[src/rtl/core/dvrt_entry_mem.sv]
// Route entry storage: one write port, one registered read port, valid bits in flops.
// Depends on nothing but its parameters.
`timescale 1ns / 1ps
module dvrt_entry_mem #(
  parameter int DEPTH = 32,
  parameter int AW = 5,
  parameter int DW = 124
) (
  input  logic          clk,
  input  logic          rst_n,
  input  logic [AW-1:0] rd_addr,
  output logic [DW-1:0] rd_data,
  output logic          rd_valid,
  input  logic          wr_en,
  input  logic [AW-1:0] wr_addr,
  input  logic [DW-1:0] wr_data
);
  logic [DW-1:0] mem [DEPTH];
  logic [DEPTH-1:0] valid_r;

  // Memory array, registered read.
  always_ff @(posedge clk) begin
    if (wr_en) begin
      mem[wr_addr] <= wr_data;
    end
    rd_data <= mem[rd_addr];
  end

  // Valid bits, cleared at reset.
  always_ff @(posedge clk) begin
    if (!rst_n) begin
      valid_r <= '0;
      rd_valid <= 1'b0;
    end else begin
      if (wr_en) begin
        valid_r[wr_addr] <= 1'b1;
      end
      rd_valid <= valid_r[rd_addr];
    end
  end
endmodule

[config.mk]
export PLATFORM = sky130hd
export DESIGN_NAME = dvrt_entry_mem
export DESIGN_NICKNAME = d
export VERILOG_FILES = /design/src/rtl/core/dvrt_entry_mem.sv
export SDC_FILE = /design/constraint.sdc
export NUM_CORES = 2
export LEC_CHECK = 0
export ABC_CLOCK_PERIOD_IN_PS = 17050
export BUFFER_PORTS_ARGS = -buffer_cell sky130_fd_sc_hd__buf_2
export CORE_ASPECT_RATIO = 0.8
export CORE_MARGIN = 3
export CORE_UTILIZATION = 25
export CTS_BUF_LIST = sky130_fd_sc_hd__clkbuf_4 sky130_fd_sc_hd__clkbuf_8 sky130_fd_sc_hd__clkbuf_16
export CTS_CLUSTER_SIZE = 8
export DETAILED_ROUTE_END_ITERATION = 10
export HOLD_SLACK_MARGIN = 0.03
export PLACE_DENSITY_LB_ADDON = 0.1
export SYNTH_ARGS = -nofsm -noshare
export SYNTH_HDL_FRONTEND = slang
export SYNTH_SLANG_ARGS = --single-unit
export TNS_END_PERCENT = 5
[constraint.sdc]
create_clock -name clk -period 17.05 [get_ports clk]
set_input_delay 0.8525 -clock clk [delete_from_list [all_inputs] [get_ports clk]]
set_output_delay 0.8525 -clock clk [all_outputs]
set_load 0.1 [all_outputs]
==> results.md <==
* Status: finished, final reports clean
* Max H-tree Level at 6
* Total Die Area at 0.6238 mm2
* Yosys warnings at 0
* Synth top area cells: edfxtp_1 78%, mux4_2 18%, dfxtp_1 2.0%
* Worst EP arrival at 5.85 ns
* Core ar. at 0.6099 mm2
* Post-CTS Resized at 0
* CP max stage cell: buf_4
* PnR worst setup slack at 12.07 ns
* Library cells used by synthesis at 21
* Setup crit start kind: input pin
* Post-synth EDFFs at 3968
* Max clock buf depth at 4
* Hold_ws at 0.2977 ns
* Final max-slew violation count at 0
* Clock skew at 0.04406 ns
* Gpl congestion at 0.6738
* Final Hold Vio Count at 0
* Max Cap Viol at 0
* Cell taking the most area after synthesis: edfxtp_1
* IO Port Bufs at 261
* CTS tree: yes
* Pwr dens at 130.9 mW/mm2
* Critical-path cell list: buf_8 > buf_12 > buf_4 > buf_4 > buf_4 > mux4_2 > mux4_2 > mux2_2
* Post-route ant nets at 0
* Post-synth top area share at 77.59%
* Synth Cell Area at 0.1536 mm2
* Skew-Pair Late Insertion Delay at 1.03 ns
* Leakage at 57.02 nW
* Starting Density at 25.18%
* Crit path max-delay family: buffers and inverters
* Overall power at between 20 and 25 mW
* Crit Path Class: in -> reg
* Routed wire length at 492.6 mm
* Syn avg cell area at ~26 um2
* First-pass GRT wire length at 666.3 mm
* Pre-antenna DRT Iters at 6
* Final critical-path share of the clock period at roughly 30%
* Vias in the first global route at 74450
* Slew headroom at 26.57%
* Vias/cell at 4.557
* Worst Hold Class: in -> reg
* TNS Setup at 0 ns
* Post-layout minimum cycle time at 4.983 ns
* Worst path bufs/invs at 5
* Cell Rows at 256
* Most frequent cell after synthesis: edfxtp_1
* CTS buffer count at 588
* Clk slew on worst S/H paths at 0.05 ns
* Dominant register cell in the synthesized netlist: edfxtp_1
* Critical Path RT at between 15 and 20 ns
* Post-synth ARST share at 0%
* Hold Buf Count CTS at 0
* Fillers at between 50000 and 60000
* Post-Synthesis Cells at 5886
* GRT Residual Overflow at 0
* Synth Register Bits at slightly above 4000
* NumNets Final at 6756
* Post-synth top cells: 3968 x edfxtp_1, 1247 x mux4_2, 157 x dfxtp_1
* Die H at 707.0 um
* Residual DRC at 0
* Detailed Route Iter0 Violations at 5979
* Area growth syn-to-layout at 19.98%
* Postcts setup bufs at 0
* Placed Cells at 14160
* Final setup fails at 0
* Worst slew pin tran at 1.101 ns
* VDD IR max at 98.29 uV
* Ratio of cells with drive above 1 in the final layout at 40.29%
* Clock root buffer: clkbuf_16
* Crit-path most repeated cell: buf_4
* Crit end category: register
* Total track usage at 15.56%
* Syn_nets at 6023
* DP HPWL at between 200 and 250 mm
* Layout Cells excl Fill at between 15000 and 20000
* Die X at around 880 um
* WL/cell at 32.48 um
* Max incr delay on CP at approximately 0.83 ns
* Seq/Total Area, Yosys at around 80%
* RSZ-0062 raised after global routing: false
* Setup WS pre-CTS at 10.91 ns
* CTS Sinks at about 4100
* Initial antenna violation count at 105
* IO Count at 262
* Vias at 69130
* Fmax at 200.7 MHz
* Max FO, Critical Path at 106
* Largest net degree at the start of global routing at 117
==> layer usage <==
metal  up-vias  track usage, %  wire [um]
met1     39090           20.99     214300
met3       783           2.621      23060
li1      27460               -          -
met4        30           3.630      11610
met2      1773           26.30     243500
met5         -               0        198
==> where the power goes <==
part / leakage [nW] / internal, mW / switching [mW] / total, mW
Sequential: 37.1 / 11.3 / 0.0739 / 11.4
Clock: 9.27 / 7.03 / 4.43 / 11.5
Combinational: 10.7 / 0.425 / 0.884 / 1.31
==> flip-flops by register name, summed over array words and instances, names as in the netlist <==
register,cells
rd_data,124
valid_r,32
mem,3968
rd_valid,1
==> cells by family (layout without fill, tap and decap cells) <==
kind of cell    after synthesis  count (layout)  share of synthesized area (%)
buf+inv                     297            1420                         0.8058
simple gates                 53              53                         0.1621
compound gates               39              39                         0.1915
flops                      4125            4125                          79.64
mux                        1372            1372                          19.20
other cells                   0              34                              0
==> stage by stage <==
stage | area, um2 | util [%]
final | 184300 | 30.21
after detailed placement | 165800 | 27.19
after global routing | 184200 | 30.21
after global placement | 165800 | 27.19
after floorplan | 153600 | -
after CTS | 184200 | 30.20
==> area by class of cell <==
class                      count  area [um2]  share of cell area (%)
sequential                  4125      122300                   66.37
antenna                       34       85.08                 0.04618
timing repair buffer         440        3105                   1.685
clock buffer                 928       17480                   9.488
multi-input combinational   1464       30280                   16.43
tap                         8127       10170                   5.519
clock inverter                52       843.3                  0.4577
==> worst paths after layout <==
path	startpoint	end	slack [ns]	cells after the start
worst min-delay path	wr_data[21]	mem[30][21]$_DFFE_PP_	0.30	1
worst max register to register	mem[26][7]$_DFFE_PP_	rd_data[7]$_DFF_P_	15.12	3
worst max-delay path	rd_addr[1]	rd_data[23]$_DFF_P_	12.07	8
worst min register to register	valid_r[9]$_SDFFE_PN0P_	valid_r[9]$_SDFFE_PN0P_	0.46	1
==> layout by cell type (no fill, tap or decap), types with 32 or more instances in the layout <==
| cell | n |
|---|---|
| edfxtp_1 | 3968 |
| mux4_2 | 1247 |
| clkbuf_16 | 600 |
| clkbuf_4 | 327 |
| buf_2 | 256 |
| dfxtp_1 | 157 |
| buf_4 | 147 |
| mux2_2 | 125 |
| diode_2 | 34 |
| buf_12 | 33 |
| nor2_4 | 32 |
| o21a_1 | 32 |
No activity file was read; power rests on OpenSTA's default activity.
